`src/rtl/jxesc_pkg.sv`:
```
// Shared types, character constants and helpers for the code point escaper.
`default_nettype none
package jxesc_pkg;

   localparam int CP_W     = 21;
   localparam int BYTE_W   = 8;
   localparam int DATA_W   = 32;
   localparam int NDIG_W   = 3;
   localparam int POS_W    = 4;
   localparam int QDEPTH   = 4;
   localparam int QPTR_W   = 2;
   localparam int QCNT_W   = 3;

   // Escape mode register values
   localparam logic MODE_JSON = 1'b0;
   localparam logic MODE_XML  = 1'b1;

   // Output characters
   localparam logic [BYTE_W-1:0] CH_BSLASH = 8'h5C;
   localparam logic [BYTE_W-1:0] CH_LOW_U  = 8'h75;
   localparam logic [BYTE_W-1:0] CH_AMP    = 8'h26;
   localparam logic [BYTE_W-1:0] CH_HASH   = 8'h23;
   localparam logic [BYTE_W-1:0] CH_LOW_X  = 8'h78;
   localparam logic [BYTE_W-1:0] CH_SEMI   = 8'h3B;
   localparam logic [BYTE_W-1:0] REPL_B0   = 8'hEF;
   localparam logic [BYTE_W-1:0] REPL_B1   = 8'hBF;
   localparam logic [BYTE_W-1:0] REPL_B2   = 8'hBD;

   // Surrogate pair offsets
   localparam logic [15:0] HI_SURR_BASE = 16'hD7C0;
   localparam logic [15:0] LO_SURR_BASE = 16'hDC00;

   // How the back end expands one queued entry
   typedef enum logic [2:0] {
      KIND_PASS,       // one raw byte
      KIND_JSON_U4,    // \uXXXX
      KIND_JSON_PAIR,  // \uHHHH\uLLLL
      KIND_XML_REPL,   // EF BF BD
      KIND_XML_REF     // &#x...;
   } kind_type;

   typedef struct packed {
      kind_type              kind;
      logic [NDIG_W-1:0]     ndig;   // hex digit count for a character reference
      logic [DATA_W-1:0]     data;   // code point or escape words
   } desc_type;

   // Uppercase hex digit for one nibble
   function automatic logic [BYTE_W-1:0] hex_char(input logic [3:0] nib);
      logic [BYTE_W-1:0] res;
      if (nib < 4'd10) begin
         res = 8'h30 + {4'd0, nib};
      end else begin
         res = 8'h37 + {4'd0, nib};
      end
      return res;
   endfunction

endpackage : jxesc_pkg
`default_nettype wire

```
`src/rtl/jxesc_ifs.sv`:
```
// Valid/ready channel interfaces for code points in and escaped bytes out.
`default_nettype none
interface jxesc_req_if;
   import jxesc_pkg::*;
   logic            valid;
   logic            ready;
   logic [CP_W-1:0] code_point;

   modport source (output valid, output code_point, input ready);
   modport sink   (input valid, input code_point, output ready);
endinterface : jxesc_req_if

interface jxesc_rsp_if;
   import jxesc_pkg::*;
   logic              valid;
   logic              ready;
   logic [BYTE_W-1:0] out_byte;
   logic              last_byte;

   modport source (output valid, output out_byte, output last_byte, input ready);
   modport sink   (input valid, input out_byte, input last_byte, output ready);
endinterface : jxesc_rsp_if
`default_nettype wire

```
`src/rtl/jxesc_front.sv`:
```
// Front end: holds the mode register and classifies each code point into a queue entry.
`default_nettype none
module jxesc_front (
   input  wire logic               clock,
   input  wire logic               reset,
   input  wire logic               csr_write_en,
   input  wire logic               csr_write_data,
   jxesc_req_if.sink               req_bus,
   output logic                    push_valid,
   output jxesc_pkg::desc_type     push_data,
   input  wire logic               push_ready
);
   import jxesc_pkg::*;

   logic            mode_ff;
   logic [CP_W-1:0] cp;
   logic            json_esc;
   logic            xml_nonchar;
   logic            xml_escapee;
   logic [10:0]     cp_hi;
   logic [15:0]     hi_word;
   logic [15:0]     lo_word;
   logic [NDIG_W-1:0] ndig;

   // Mode register
   always_ff @(posedge clock) begin
      if (reset) begin
         mode_ff <= MODE_JSON;
      end else if (csr_write_en) begin
         mode_ff <= csr_write_data;
      end
   end

   assign cp = req_bus.code_point;

   // Classify the code point
   assign json_esc = (cp < 21'h20) || (cp == 21'h22) || (cp == 21'h5C) ||
                     (cp == 21'h5B) || (cp == 21'h5D) || (cp > 21'h7F);

   assign xml_nonchar = (cp > 21'h10FFFF) || (cp == 21'hFFFE) || (cp == 21'hFFFF) ||
                        (cp == 21'hFFFD) || ((cp >= 21'hD800) && (cp <= 21'hDFFF)) ||
                        (cp < 21'h09) || (cp == 21'h0B) || (cp == 21'h0C) ||
                        ((cp >= 21'h0E) && (cp < 21'h20));

   assign xml_escapee = (cp == 21'h0D) || (cp == 21'h0A) || (cp == 21'h09) ||
                        (cp == 21'h3C) || (cp == 21'h3E) || (cp == 21'h26) ||
                        (cp == 21'h27) || (cp > 21'h7F);

   // Surrogate pair words
   assign cp_hi   = cp[CP_W-1:10];
   assign hi_word = HI_SURR_BASE + {5'd0, cp_hi};
   assign lo_word = LO_SURR_BASE + {6'd0, cp[9:0]};

   // Count significant hex digits, at least one
   always_comb begin
      priority if (cp[20])           ndig = 3'd6;
      else if (cp[19:16] != 4'd0)    ndig = 3'd5;
      else if (cp[15:12] != 4'd0)    ndig = 3'd4;
      else if (cp[11:8]  != 4'd0)    ndig = 3'd3;
      else if (cp[7:4]   != 4'd0)    ndig = 3'd2;
      else                           ndig = 3'd1;
   end

   // Build the queue entry
   always_comb begin
      push_data.ndig = ndig;
      push_data.data = {{(DATA_W-CP_W){1'b0}}, cp};
      if (mode_ff == MODE_JSON) begin
         if (!json_esc) begin
            push_data.kind = KIND_PASS;
         end else if (cp > 21'hFFFF) begin
            push_data.kind = KIND_JSON_PAIR;
            push_data.data = {hi_word, lo_word};
         end else begin
            push_data.kind = KIND_JSON_U4;
         end
      end else begin
         priority if (xml_nonchar) begin
            push_data.kind = KIND_XML_REPL;
         end else if (xml_escapee) begin
            push_data.kind = KIND_XML_REF;
         end else begin
            push_data.kind = KIND_PASS;
         end
      end
   end

   assign push_valid    = req_bus.valid;
   assign req_bus.ready = push_ready;

endmodule : jxesc_front
`default_nettype wire

```
`src/rtl/jxesc_queue.sv`:
```
// Small entry queue that decouples classification from byte expansion.
`default_nettype none
module jxesc_queue (
   input  wire logic               clock,
   input  wire logic               reset,
   input  wire logic               push_valid,
   input  wire jxesc_pkg::desc_type push_data,
   output logic                    push_ready,
   output logic                    pop_valid,
   output jxesc_pkg::desc_type     pop_data,
   input  wire logic               pop_ready
);
   import jxesc_pkg::*;

   desc_type            slot_ff [QDEPTH];
   logic [QPTR_W-1:0]   wr_ptr_ff, wr_ptr_in;
   logic [QPTR_W-1:0]   rd_ptr_ff, rd_ptr_in;
   logic [QCNT_W-1:0]   count_ff, count_in;
   logic                push;
   logic                pop;

   assign push_ready = (count_ff != QCNT_W'(QDEPTH));
   assign pop_valid  = (count_ff != '0);
   assign push       = push_valid && push_ready;
   assign pop        = pop_valid && pop_ready;
   assign pop_data   = slot_ff[rd_ptr_ff];

   // Advance pointers and fill level
   always_comb begin
      wr_ptr_in = push ? wr_ptr_ff + 1'b1 : wr_ptr_ff;
      rd_ptr_in = pop  ? rd_ptr_ff + 1'b1 : rd_ptr_ff;
      count_in  = count_ff;
      if (push && !pop) begin
         count_in = count_ff + 1'b1;
      end else if (pop && !push) begin
         count_in = count_ff - 1'b1;
      end
   end

   always_ff @(posedge clock) begin
      if (reset) begin
         wr_ptr_ff <= '0;
         rd_ptr_ff <= '0;
         count_ff  <= '0;
      end else begin
         wr_ptr_ff <= wr_ptr_in;
         rd_ptr_ff <= rd_ptr_in;
         count_ff  <= count_in;
      end
   end

   // Store entries
   always_ff @(posedge clock) begin
      if (push) begin
         slot_ff[wr_ptr_ff] <= push_data;
      end
   end

endmodule : jxesc_queue
`default_nettype wire

```
`src/rtl/jxesc_back.sv`:
```
// Back end: expands the head queue entry into escaped bytes, one per cycle while rsp_bus is not stalled.
`default_nettype none
module jxesc_back (
   input  wire logic               clock,
   input  wire logic               reset,
   input  wire logic               head_valid,
   input  wire jxesc_pkg::desc_type head_data,
   output logic                    head_pop,
   jxesc_rsp_if.source             rsp_bus
);
   import jxesc_pkg::*;

   logic [POS_W-1:0]  pos_ff, pos_in;
   logic              rsp_valid_ff, rsp_valid_in;
   logic [BYTE_W-1:0] rsp_byte_ff;
   logic              rsp_last_ff;
   logic              advance;
   logic [BYTE_W-1:0] byte_c;
   logic              last_c;
   logic              second_half;
   logic [2:0]        sub_pos;
   logic [15:0]       word;
   logic [3:0]        u4_nib;
   logic [POS_W-1:0]  semi_pos;
   logic [POS_W-1:0]  dig_off;
   logic [2:0]        dig_idx;
   logic [3:0]        ref_nib;

   // Escape word and position inside one \uXXXX group
   assign second_half = (pos_ff >= POS_W'(6));
   assign sub_pos     = second_half ? 3'(pos_ff - POS_W'(6)) : pos_ff[2:0];
   assign word        = (head_data.kind == KIND_JSON_PAIR && !second_half) ?
                        head_data.data[31:16] : head_data.data[15:0];

   always_comb begin
      unique case (sub_pos)
         3'd2:    u4_nib = word[15:12];
         3'd3:    u4_nib = word[11:8];
         3'd4:    u4_nib = word[7:4];
         default: u4_nib = word[3:0];
      endcase
   end

   // Digit selection for a character reference
   assign semi_pos = {1'b0, head_data.ndig} + POS_W'(3);
   assign dig_off  = {1'b0, head_data.ndig} + POS_W'(2) - pos_ff;
   assign dig_idx  = dig_off[2:0];

   always_comb begin
      unique case (dig_idx)
         3'd0:    ref_nib = head_data.data[3:0];
         3'd1:    ref_nib = head_data.data[7:4];
         3'd2:    ref_nib = head_data.data[11:8];
         3'd3:    ref_nib = head_data.data[15:12];
         3'd4:    ref_nib = head_data.data[19:16];
         default: ref_nib = {3'd0, head_data.data[20]};
      endcase
   end

   // Pick the byte for the current position
   always_comb begin
      byte_c = head_data.data[BYTE_W-1:0];
      last_c = 1'b1;
      unique case (head_data.kind)
         KIND_PASS: begin
            byte_c = head_data.data[BYTE_W-1:0];
            last_c = 1'b1;
         end
         KIND_JSON_U4, KIND_JSON_PAIR: begin
            priority case (sub_pos)
               3'd0:    byte_c = CH_BSLASH;
               3'd1:    byte_c = CH_LOW_U;
               default: byte_c = hex_char(u4_nib);
            endcase
            last_c = (head_data.kind == KIND_JSON_PAIR) ? (pos_ff == POS_W'(11)) :
                                                          (pos_ff == POS_W'(5));
         end
         KIND_XML_REPL: begin
            priority case (pos_ff)
               POS_W'(0): byte_c = REPL_B0;
               POS_W'(1): byte_c = REPL_B1;
               default:   byte_c = REPL_B2;
            endcase
            last_c = (pos_ff == POS_W'(2));
         end
         KIND_XML_REF: begin
            priority if (pos_ff == POS_W'(0)) byte_c = CH_AMP;
            else if (pos_ff == POS_W'(1))     byte_c = CH_HASH;
            else if (pos_ff == POS_W'(2))     byte_c = CH_LOW_X;
            else if (pos_ff == semi_pos)      byte_c = CH_SEMI;
            else                              byte_c = hex_char(ref_nib);
            last_c = (pos_ff == semi_pos);
         end
         default: begin
            byte_c = head_data.data[BYTE_W-1:0];
            last_c = 1'b1;
         end
      endcase
   end

   // Emit a beat whenever the output register is free or being drained
   assign advance  = head_valid && (!rsp_valid_ff || rsp_bus.ready);
   assign head_pop = advance && last_c;

   always_comb begin
      pos_in = pos_ff;
      if (advance) begin
         pos_in = last_c ? '0 : pos_ff + 1'b1;
      end
      rsp_valid_in = rsp_valid_ff;
      if (advance) begin
         rsp_valid_in = 1'b1;
      end else if (rsp_bus.ready) begin
         rsp_valid_in = 1'b0;
      end
   end

   always_ff @(posedge clock) begin
      if (reset) begin
         pos_ff       <= '0;
         rsp_valid_ff <= 1'b0;
      end else begin
         pos_ff       <= pos_in;
         rsp_valid_ff <= rsp_valid_in;
      end
   end

   // Output payload register
   always_ff @(posedge clock) begin
      if (advance) begin
         rsp_byte_ff <= byte_c;
         rsp_last_ff <= last_c;
      end
   end

   assign rsp_bus.valid     = rsp_valid_ff;
   assign rsp_bus.out_byte  = rsp_byte_ff;
   assign rsp_bus.last_byte = rsp_last_ff;

endmodule : jxesc_back
`default_nettype wire

```
`src/rtl/json_xml_code_point_escaper_unit.sv`:
```
// Top level of the JSON / XML code point escaper.
// The block takes one code point per beat on req_bus and returns its escaped text on
// rsp_bus as a burst of 1 to 12 byte beats, the final one flagged by last_byte.
// csr_write_data selects the mode (0 JSON string escaping, 1 XML attribute escaping);
// write it only while the block is idle. A code point is accepted in any cycle that the
// four-entry queue behind the classifier has room, so plain ASCII streams at one code
// point per cycle while rsp_bus is not stalled. The byte expander emits one byte per
// cycle while rsp_bus is not stalled: 1 byte for a pass-through, 3 for the XML replacement
// character, 5 to 10 for an XML character reference, 6 for a JSON \u escape and 12 for a
// surrogate pair. The first byte goes through the queue and then the output payload register.
`default_nettype none
module json_xml_code_point_escaper_unit (
   input  wire logic  clock,
   input  wire logic  reset,
   input  wire logic  csr_write_en,
   input  wire logic  csr_write_data,
   jxesc_req_if.sink  req_bus,
   jxesc_rsp_if.source rsp_bus
);
   import jxesc_pkg::*;

   logic     push_valid;
   logic     push_ready;
   desc_type push_data;
   logic     head_valid;
   logic     head_pop;
   desc_type head_data;

   // Classify incoming code points
   jxesc_front u_front (
      .clock          (clock),
      .reset          (reset),
      .csr_write_en   (csr_write_en),
      .csr_write_data (csr_write_data),
      .req_bus        (req_bus),
      .push_valid     (push_valid),
      .push_data      (push_data),
      .push_ready     (push_ready)
   );

   // Buffer classified entries
   jxesc_queue u_queue (
      .clock      (clock),
      .reset      (reset),
      .push_valid (push_valid),
      .push_data  (push_data),
      .push_ready (push_ready),
      .pop_valid  (head_valid),
      .pop_data   (head_data),
      .pop_ready  (head_pop)
   );

   // Expand entries into byte beats
   jxesc_back u_back (
      .clock      (clock),
      .reset      (reset),
      .head_valid (head_valid),
      .head_data  (head_data),
      .head_pop   (head_pop),
      .rsp_bus    (rsp_bus)
   );

endmodule : json_xml_code_point_escaper_unit
`default_nettype wire

```
`src/flat_wrapper.sv`:
```
// flat-port wrapper written by rule: the top's interface ports become plain ports
module json_xml_code_point_escaper_unit_flat import jxesc_pkg::*;
  (clock, reset, csr_write_en, csr_write_data, req_bus_valid, req_bus_code_point, req_bus_ready, rsp_bus_valid, rsp_bus_out_byte, rsp_bus_last_byte, rsp_bus_ready);
  jxesc_req_if req_bus_i ();
  jxesc_rsp_if rsp_bus_i ();
  input  wire logic clock;
  input  wire logic reset;
  input  wire logic csr_write_en;
  input  wire logic csr_write_data;
  input wire logic [$bits(req_bus_i.valid)-1:0] req_bus_valid;
  input wire logic [$bits(req_bus_i.code_point)-1:0] req_bus_code_point;
  output wire logic [$bits(req_bus_i.ready)-1:0] req_bus_ready;
  output wire logic [$bits(rsp_bus_i.valid)-1:0] rsp_bus_valid;
  output wire logic [$bits(rsp_bus_i.out_byte)-1:0] rsp_bus_out_byte;
  output wire logic [$bits(rsp_bus_i.last_byte)-1:0] rsp_bus_last_byte;
  input wire logic [$bits(rsp_bus_i.ready)-1:0] rsp_bus_ready;
  assign req_bus_i.valid = req_bus_valid;
  assign req_bus_i.code_point = req_bus_code_point;
  assign req_bus_ready = req_bus_i.ready;
  assign rsp_bus_valid = rsp_bus_i.valid;
  assign rsp_bus_out_byte = rsp_bus_i.out_byte;
  assign rsp_bus_last_byte = rsp_bus_i.last_byte;
  assign rsp_bus_i.ready = rsp_bus_ready;
  json_xml_code_point_escaper_unit u_core (.clock(clock), .reset(reset), .csr_write_en(csr_write_en), .csr_write_data(csr_write_data), .req_bus(req_bus_i), .rsp_bus(rsp_bus_i));
endmodule
```
`config.mk`:
```
export PLATFORM = sky130hd
export DESIGN_NAME = json_xml_code_point_escaper_unit_flat
export DESIGN_NICKNAME = d
export VERILOG_FILES = /design/src/rtl/jxesc_pkg.sv /design/src/rtl/jxesc_ifs.sv /design/src/rtl/jxesc_front.sv /design/src/rtl/jxesc_queue.sv /design/src/rtl/jxesc_back.sv /design/src/rtl/json_xml_code_point_escaper_unit.sv /design/src/flat_wrapper.sv
export SDC_FILE = /design/constraint.sdc
export NUM_CORES = 1
export LEC_CHECK = 0
export BUFFER_PORTS_ARGS = -buffer_cell sky130_fd_sc_hd__buf_2
export CAP_MARGIN = 20
export CORE_ASPECT_RATIO = 1.2
export CORE_UTILIZATION = 43
export CTS_CLUSTER_SIZE = 28
export DETAILED_ROUTE_END_ITERATION = 6
export HOLD_SLACK_MARGIN = 0.02
export PLACE_DENSITY = 0.6
export SLEW_MARGIN = 20
export SYNTH_ARGS = -nofsm -noshare
export SYNTH_HDL_FRONTEND = slang
export SYNTH_SLANG_ARGS = --single-unit
export TNS_END_PERCENT = 20
```
`constraint.sdc`:
```
create_clock -name clock -period 3.55 [get_ports clock]
set_input_delay 0.71 -clock clock [delete_from_list [all_inputs] [get_ports clock]]
set_output_delay 0.71 -clock clock [all_outputs]
set_load 0.02 [all_outputs]
```
==> flow_summary.yaml, run 1 <==
drt:
  wirelength_mm: 19.5
  drt.antenna.violating_nets: 0
  wl_per_cell_um: 20.6
  firstDrtPassIters: 5
  drtIter0Drc: 443
  drc: 0
  via_per_inst: 5.69
  vias: 5403
timing:
  clock_skew_ns: 0.0103
  final-max-slew-violation-count: 0
  fmax_mhz: 287
  whs_ns: 0.487
  fin_tns_setup_ns: 0
  relSlewSlack_pct: 34.0
  finalSetupViolCount: 0
  min_period_over_period_pct: 98.3
  rsz0062_at_grt: "yes"
  worst_pin_slew_ns: 0.990
  final_hold_viol_count: 0
  layout_min_cycle_time_ns: 3.49
  setup_slack_ns: 0.0598
global_routing:
  grt_max_degree: 36
  grt_util_all_layers_pct: 20.8
  grt_pass1_vias: 5526
  antenna_found_initial: 1
  grt_pass1_wl_mm: 30.0
  grt_remaining_overflow: 0
worst_setup_path:
  worstPathCellList: "mux4_2, inv_2, ha_4, xnor2_2, nor2b_1, a311oi_2, o31ai_2, a32oi_2, inv_1, nand2_1, ha_2, inv_2, fa_2, xor2_1, or3_1, a21oi_1"
  crit_top_cell: "inv_2"
  arrival_ns: 3.85
  startpoint_type: "flop"
  endpoint_kind: "flop"
  crit_required_ns: 3.91
  crit_type: "reg -> reg"
  path_max_fanout: 3
  cp.buffers_inverters: 3
  cp_top_family: "compound AO/OA/AOI/OAI gates"
  cp_slowest_stage_delay_ns: 0.55
  critPathSlowestCell: "mux4_2"
final_layout:
  nFillCells: 1621
  final_cell_mix: "edfxtp_1, nand2_1, buf_4"
  fin_util_pct: 50.9
  drive_above_1_share_pct: 27.7
  fin_area_um2: 9610
  final_common_cell: "edfxtp_1"
  area_growth_pct: 16.4
  seqCellArea_um2: 4780
  multi_input_area_um2: 3330
  nets: 725
die:
  die_x_um: 128
  pin_count: 38
  fp.dieH_um: 154
  core_um2: 18900
  start_util_pct: 43.8
  dieArea_um2: 19800
  num_rows: 55
synth:
  yosys.cell_types.count: 71
  synth_edf_count: 149
  synth-seq-cells: 164
  synthCells: 602
  synth_nets: 648
  syn-cell-area_um2: 8260
  synth_ff_type: "edfxtp_1"
  synth-seq-area-share_pct: 57.8
  avgSynthCellArea_um2: 13.7
  async_flop_share_pct: 0
  yosysWarnings: 0
clock_tree:
  root_buffer: "clkbuf_16"
  clk_pin_slew_ns: 0.07
  htreeDepth: 4
  numCtsBuffers: 17
  clk_path_buf_depth: 2
  worstSkewPairLatency_ns: 0.43
  hold_buffers: 0
  cts_sinks: 164
  cts_tree: "done"
placed_design:
  io_buffer_count: 37
  dp_slack_ns: -0.0390
  dp_hpwl_mm: 13.8
  place.gp.congestion: 0.877
  dpl_cell_area_um2: 8990
min_path:
  min_path_type: "reg -> reg"
  worstHoldStart: "u_core.u_queue.rd_ptr_ff[1]"
pwr:
  pwr-share-clk_pct: 22.9
  p_per_area_nw_per_um2: 791
  power.internal_mw: 4.86
  ir_drop_mv: 0.370
  p_sw_mw: 2.74
  pwr-share-seq_pct: 33.1
  swShare_pct: 36.0
  p_comb_share_pct: 44.1
  p_leak_nw: 3.28
flow_run:
  maxCapViolations: 0
outcome:
  status: "complete, no violations"
==> state kept, by name (all words and copies together), names as in the netlist, named ones only <==
signal and count:
u_core.u_back.pos_ff 4, u_core.u_back.rsp_bus.last_byte 1, u_core.u_back.rsp_bus.out_byte 8, u_core.u_back.rsp_bus.valid 1, u_core.u_front.mode_ff 1, u_core.u_queue.count_ff 3, u_core.u_queue.rd_ptr_ff 2, u_core.u_queue.slot_ff 140
u_core.u_queue.wr_ptr_ff 2
==> logic make-up (layout without fill, tap and decap cells) <==
| family | after synthesis | count (layout) | share of synthesized area, % |
|---|---|---|---|
| AO/OA/AOI/OAI | 109 | 109 | 9.03 |
| XOR/XNOR | 11 | 11 | 1.42 |
| adder cells (fa/ha/maj) | 20 | 20 | 3.09 |
| buffers and inverters | 46 | 136 | 2.68 |
| flip-flops | 164 | 164 | 57.8 |
| multiplexers | 67 | 67 | 14.4 |
| other | 0 | 1 | 0 |
| AND/OR/NAND/NOR | 185 | 185 | 11.6 |
==> stage by stage <==
| stage | power (mW) | cells |
|---|---|---|
| global placement | 5.78 | 915 |
| finish | 7.60 | 949 |
| global route | 8.01 | 949 |
| floorplan | 4.85 | 602 |
| detailed placement | 5.84 | 915 |
| CTS | 7.59 | 947 |
==> power groups by stage <==
stage               logic (mW)  clock network, mW  registers (mW)
floorplan                 2.24                  0            2.61
global placement          3.24                  0            2.54
detailed placement        3.29                  0            2.55
CTS                       3.31               1.77            2.51
global route              3.64               1.83            2.54
finish                    3.35               1.74            2.51
==> worst min-delay path: cells and delay by family, from the launching register on <==
family,cells,cell delay [ns]
DFF,1,0.31
AOI/OAI and AO/OA,2,0.13
==> synthesized netlist by cell type, types with 8 or more instances <==
master,n,area (µm²)
mux2i_1,17,170
nor3_1,18,90.1
nor2b_1,10,62.6
inv_1,19,71.3
buf_2,8,40.0
and2_1,12,75.1
clkbuf_1,13,48.8
a21oi_1,27,135
mux4_2,37,833
a31oi_1,8,50.1
nand2_1,51,191
dfxtp_1,15,300
edfxtp_1,149,4470
mux2_2,9,101
nor2_1,35,131
o21ai_0,14,70.1
nand3_1,11,55.1
ha_1,18,225
==> metal layers <==
layer	vias up	part of all wire, %	wire length (µm)	global-route usage, %
met5	-	0	0	0
met4	0	3.5	686	10.3
met3	38	3.4	657	3.27
met2	153	51	10000	36.0
met1	2690	42	8170	24.9
li1	2522	-	-	-
==> what timing repair did <==
item	in CTS	in global routing
resized for setup	1	7
cloned	0	0
pin swaps	1	2
endpoints found under the setup margin	1	4
setup buffers	0	1
==> layout make-up <==
type                    instances  area share [%]
repair buffers                 84            5.64
flip-flops and latches        164            49.7
clock inverters                14            1.35
multi-input cells             392            34.7
clock buffers                  18            4.47
inverters                      20           0.781
well taps                     256            3.33
diodes                          1          0.0260
==> final timing paths <==
check             slack, ns                     endpoint  cells after the start
setup / recovery       0.06   u_core.u_queue.count_ff[2]                     16
hold reg to reg        0.49  u_core.u_queue.rd_ptr_ff[1]                      2
hold / removal         0.49  u_core.u_queue.rd_ptr_ff[1]                      2
setup reg to reg       0.06   u_core.u_queue.count_ff[2]                     16
(Power assumes the default switching activity.)
==> run 2, diff against run 1 <==
--- a/config.mk
+++ b/config.mk
@@ -13,6 +13,8 @@
 export DETAILED_ROUTE_END_ITERATION = 6
 export HOLD_SLACK_MARGIN = 0.02
 export PLACE_DENSITY = 0.6
+export REMOVE_ABC_BUFFERS = 1
+export SKIP_CTS_REPAIR_TIMING = 1
 export SLEW_MARGIN = 20
 export SYNTH_ARGS = -nofsm -noshare
 export SYNTH_HDL_FRONTEND = slang
==> flow_summary.yaml, run 2 (synthesized netlist as in run 1, its figures left out) <==
pwr:
  pwr-share-seq_pct: 32.7
  swShare_pct: 36.1
  p_leak_nw: 3.37
  p_sw_mw: 2.77
  power.internal_mw: 4.90
  p_per_area_nw_per_um2: 793
  ir_drop_mv: 0.344
  pwr-share-clk_pct: 23.7
  p_comb_share_pct: 43.5
final_layout:
  nFillCells: 1642
  final_common_cell: "edfxtp_1"
  drive_above_1_share_pct: 28.4
  area_growth_pct: 17.3
  final_cell_mix: "edfxtp_1, buf_4, nand2_1"
  fin_util_pct: 51.3
  multi_input_area_um2: 3290
  nets: 737
  seqCellArea_um2: 4780
  largest_register_ff_count: 140
  antenna-diode-count: 0
  fin_cells: 960
  regMostFlops: "u_core.u_queue.slot_ff"
worst_setup_path:
  arrival_ns: 3.74
  crit_required_ns: 3.91
  path_max_fanout: 4
  worstPathCellList: "mux4_2, inv_2, ha_2, xnor2_2, nor2b_1, a311oi_2, o31ai_2, a32oi_2, inv_1, nand2_1, ha_2, inv_1, fa_2, xor2_1, or3_1, a21oi_1"
  cp_slowest_stage_delay_ns: 0.53
  critPathSlowestCell: "mux4_2"
  startpoint_type: "flop"
  endpoint_kind: "flop"
  crit_type: "reg -> reg"
timing:
  min_period_over_period_pct: 95.3
  relSlewSlack_pct: 35.3
  fmax_mhz: 295
  layout_min_cycle_time_ns: 3.38
  final-max-slew-violation-count: 0
  whs_ns: 0.501
  finalSetupViolCount: 0
  worst_pin_slew_ns: 0.971
  final_hold_viol_count: 0
  clock_skew_ns: 0.00910
die:
  die_x_um: 128
  core_um2: 18900
  start_util_pct: 43.8
  fp.dieH_um: 154
  dieArea_um2: 19800
  pin_count: 38
  num_rows: 55
clock_tree:
  root_buffer: "clkbuf_16"
  cts_tree: "done"
  clk_pin_slew_ns: 0.07
  cts_sinks: 164
  numCtsBuffers: 17
  worstSkewPairLatency_ns: 0.43
  htreeDepth: 4
  clk_path_buf_depth: 2
flow_run:
  maxCapViolations: 0
drt:
  vias: 5452
  drt.antenna.violating_nets: 0
  wl_per_cell_um: 20.0
  wirelength_mm: 19.2
  drc: 0
  drtIter0Drc: 385
  via_per_inst: 5.68
  firstDrtPassIters: 5
global_routing:
  grt_pass1_vias: 5510
  grt_util_all_layers_pct: 20.5
  grt_max_degree: 36
  grt_remaining_overflow: 0
  antenna_found_initial: 0
  grt_pass1_wl_mm: 29.8
placed_design:
  dp_hpwl_mm: 13.7
  place.gp.congestion: 0.842
  io_buffer_count: 37
  dp.cells: 925
min_path:
  worstHoldStart: "u_core.u_queue.rd_ptr_ff[1]"
  min_path_type: "reg -> reg"
outcome:
  status: "complete, no violations"
-- run 2: per-layer routing --
metal | GRT usage, % | vias up | share of wire (%)
met3 | 3.65 | 40 | 4.2
met2 | 35.0 | 162 | 51
met4 | 10.1 | 0 | 3.6
li1 | - | 2546 | -
met1 | 24.9 | 2704 | 42
met5 | 0 | - | 0
-- run 2: critical path: cells and delay by family (launching register included) --
kind,cells,cell delay (ns)
compound gates,4,0.74
xor+xnor,2,0.25
fa+ha+maj,3,0.69
buf+inv,3,0.21
flops,1,0.38
mux,1,0.53
simple gates,3,0.52
-- run 2: metrics by stage --
step | setup TNS [ns] | setup WS, ns | power [mW] | area, µm²
2_1_floorplan | -11.32 | -1.29 | 4.73 | 8110
3_3_place_gp | 0 | 0.0921 | 5.77 | 9040
3_5_place_dp | -0.0249 | -0.0249 | 5.84 | 9040
4_1_cts | -0.0683 | -0.0683 | 7.66 | 9630
5_1_grt | -0.0117 | -0.0117 | 8.11 | 9680
6_report | 0 | 0.166 | 7.67 | 9680
-- run 2: worst paths after layout --
check                               endpoint  slack [ns]  cells past startpoint
setup / recovery  u_core.u_queue.count_ff[2]        0.17                     16
hold / removal                          flop        0.50                      2
setup reg to reg  u_core.u_queue.count_ff[2]        0.17                     16
hold reg to reg                         flop        0.50                      2
-- run 2: cell type report --
class / instances / share of cell area [%]
clock buffers: 17 / 4.39
flip-flops and latches: 164 / 49.4
inverters: 20 / 0.775
well taps: 256 / 3.31
multi-input cells: 392 / 34.0
repair buffers: 96 / 6.53
clock inverters: 15 / 1.67
-- run 2: power groups by stage --
stage	combinational, mW	sequential [mW]	clock (mW)
2_1_floorplan	2.01	2.72	0
3_3_place_gp	3.24	2.54	0
3_5_place_dp	3.29	2.55	0
4_1_cts	3.30	2.51	1.85
5_1_grt	3.65	2.54	1.93
6_report	3.34	2.51	1.82
==> run 3, diff against run 2 <==
--- a/config.mk
+++ b/config.mk
@@ -13,6 +13,7 @@
 export DETAILED_ROUTE_END_ITERATION = 6
 export HOLD_SLACK_MARGIN = 0.02
 export PLACE_DENSITY = 0.6
+export RECOVER_POWER = 50
 export REMOVE_ABC_BUFFERS = 1
 export SKIP_CTS_REPAIR_TIMING = 1
 export SLEW_MARGIN = 20
==> flow_summary.yaml, run 3 (synthesized netlist as in run 1, its figures left out) <==
pwr:
  swShare_pct: 36.2
  power.internal_mw: 4.89
  p_comb_share_pct: 43.3
  p_per_area_nw_per_um2: 795
  pwr-share-seq_pct: 32.9
  pwr-share-clk_pct: 23.8
  ir_drop_mv: 0.345
  power_mw: 7.66
  p_sw_mw: 2.78
  p_leak_nw: 3.30
clock_tree:
  clk_path_buf_depth: 2
  root_buffer: "clkbuf_16"
  cts_sinks: 164
  worstSkewPairLatency_ns: 0.43
  cts_tree: "done"
  htreeDepth: 4
  numCtsBuffers: 17
  clk_pin_slew_ns: 0.07
min_path:
  whs_path_depth: 2
  min_path_type: "reg -> reg"
worst_setup_path:
  endpoint_kind: "flop"
  crit_required_ns: 3.91
  startpoint_type: "flop"
  critPathSlowestCell: "mux4_2"
  cp_slowest_stage_delay_ns: 0.53
  path_max_fanout: 4
  r2r_cells: 16
  crit_type: "reg -> reg"
  arrival_ns: 3.74
  worstPathCellList: "mux4_2, inv_2, ha_2, xnor2_2, nor2b_1, a311oi_2, o31ai_2, a32oi_2, inv_1, nand2_1, ha_2, inv_1, fa_2, xor2_1, or3_1, a21oi_1"
drt:
  wirelength_mm: 19.2
  drt.antenna.violating_nets: 0
  drc: 0
  drtIter0Drc: 383
  firstDrtPassIters: 5
  via_per_inst: 5.68
  vias: 5456
  wl_per_cell_um: 20.0
timing:
  relSlewSlack_pct: -49.9
  whs_ns: 0.501
  fmax_mhz: 295
  min_period_over_period_pct: 95.3
  final-max-slew-violation-count: 108
  final_hold_viol_count: 0
  finalSetupViolCount: 0
  clock_skew_ns: 0.00963
  layout_min_cycle_time_ns: 3.38
  worst_pin_slew_ns: 2.25
placed_design:
  io_buffer_count: 37
  dp.cells: 925
  dp_hpwl_mm: 13.7
  place.gp.congestion: 0.842
final_layout:
  final_common_cell: "edfxtp_1"
  fin_cells: 960
  regMostFlops: "u_core.u_queue.slot_ff"
  drive_above_1_share_pct: 24.7
  fin_util_pct: 51.1
  nets: 737
  area_growth_pct: 16.7
  antenna-diode-count: 0
  final_cell_mix: "edfxtp_1, buf_4, nand2_1"
  largest_register_ff_count: 140
global_routing:
  grt_remaining_overflow: 0
  grt_util_all_layers_pct: 20.5
  antenna_found_initial: 0
  grt_pass1_wl_mm: 29.8
  grt_max_degree: 36
  grt_pass1_vias: 5510
outcome:
  violations: "max-capacitance violations, max-slew violations"
  status: "finished with violations"
flow_run:
  maxCapViolations: 3
die:
  start_util_pct: 43.8
  dieArea_um2: 19800
  die_x_um: 128
  fp.dieH_um: 154
  num_rows: 55
  pin_count: 38
  core_um2: 18900
run 3: cell types whose count changed in the layout (fill, tap and decap cells not counted), sizes merged:
cell and change:
buf -25, clkbuf +25
run 3: final timing paths:
check | from | endpoint | slack (ns)
worst min register to register | u_core.u_queue.rd_ptr_ff[1] | flop | 0.50
worst max-delay path | flop | u_core.u_queue.count_ff[2] | 0.17
worst max register to register | flop | u_core.u_queue.count_ff[2] | 0.17
worst min-delay path | u_core.u_queue.rd_ptr_ff[1] | flop | 0.50
run 3: final cells by class:
cell class              instances  area, µm²
fillers                      1661       9220
flip-flops and latches        164       4780
multi-input cells             392       3290
repair buffers                 96        589
clock buffers                  17        425
well taps                     256        320
clock inverters                15        161
inverters                      20       75.1
run 3: power groups by stage:
stage / Clock, mW / Combinational (mW) / Sequential (mW)
after global placement: 0 / 3.24 / 2.54
after detailed placement: 0 / 3.29 / 2.55
final: 1.82 / 3.32 / 2.52
after global routing: 1.93 / 3.62 / 2.55
after CTS: 1.85 / 3.30 / 2.51
after floorplan: 0 / 2.01 / 2.72
run 3: per-stage QoR:
stage / TNS, ns / instance area, µm² / setup WS, ns
finish: 0 / 9640 / 0.166
global route: -0.0121 / 9640 / -0.0121
CTS: -0.0683 / 9630 / -0.0683
detailed placement: -0.0249 / 9040 / -0.0249
global placement: 0 / 9040 / 0.0921
floorplan: -11.32 / 8110 / -1.29
run 3: per-layer routing:
metal	vias up	wire, µm	share of wire, %	track usage, %
li1	2546	-	-	-
met1	2709	8000	42	24.9
met2	165	9700	51	35.0
met3	36	811	4.2	3.65
met4	0	668	3.5	10.1
met5	-	0	0	0
run 3: worst max-delay path: cells and delay by family, from the launching register on:
family / cells / cell delay [ns]
AO/OA/AOI/OAI: 4 / 0.74
XOR/XNOR: 2 / 0.25
adder cells (fa/ha/maj): 3 / 0.69
buffers and inverters: 3 / 0.21
flip-flops: 1 / 0.37
multiplexers: 1 / 0.53
AND/OR/NAND/NOR: 3 / 0.52
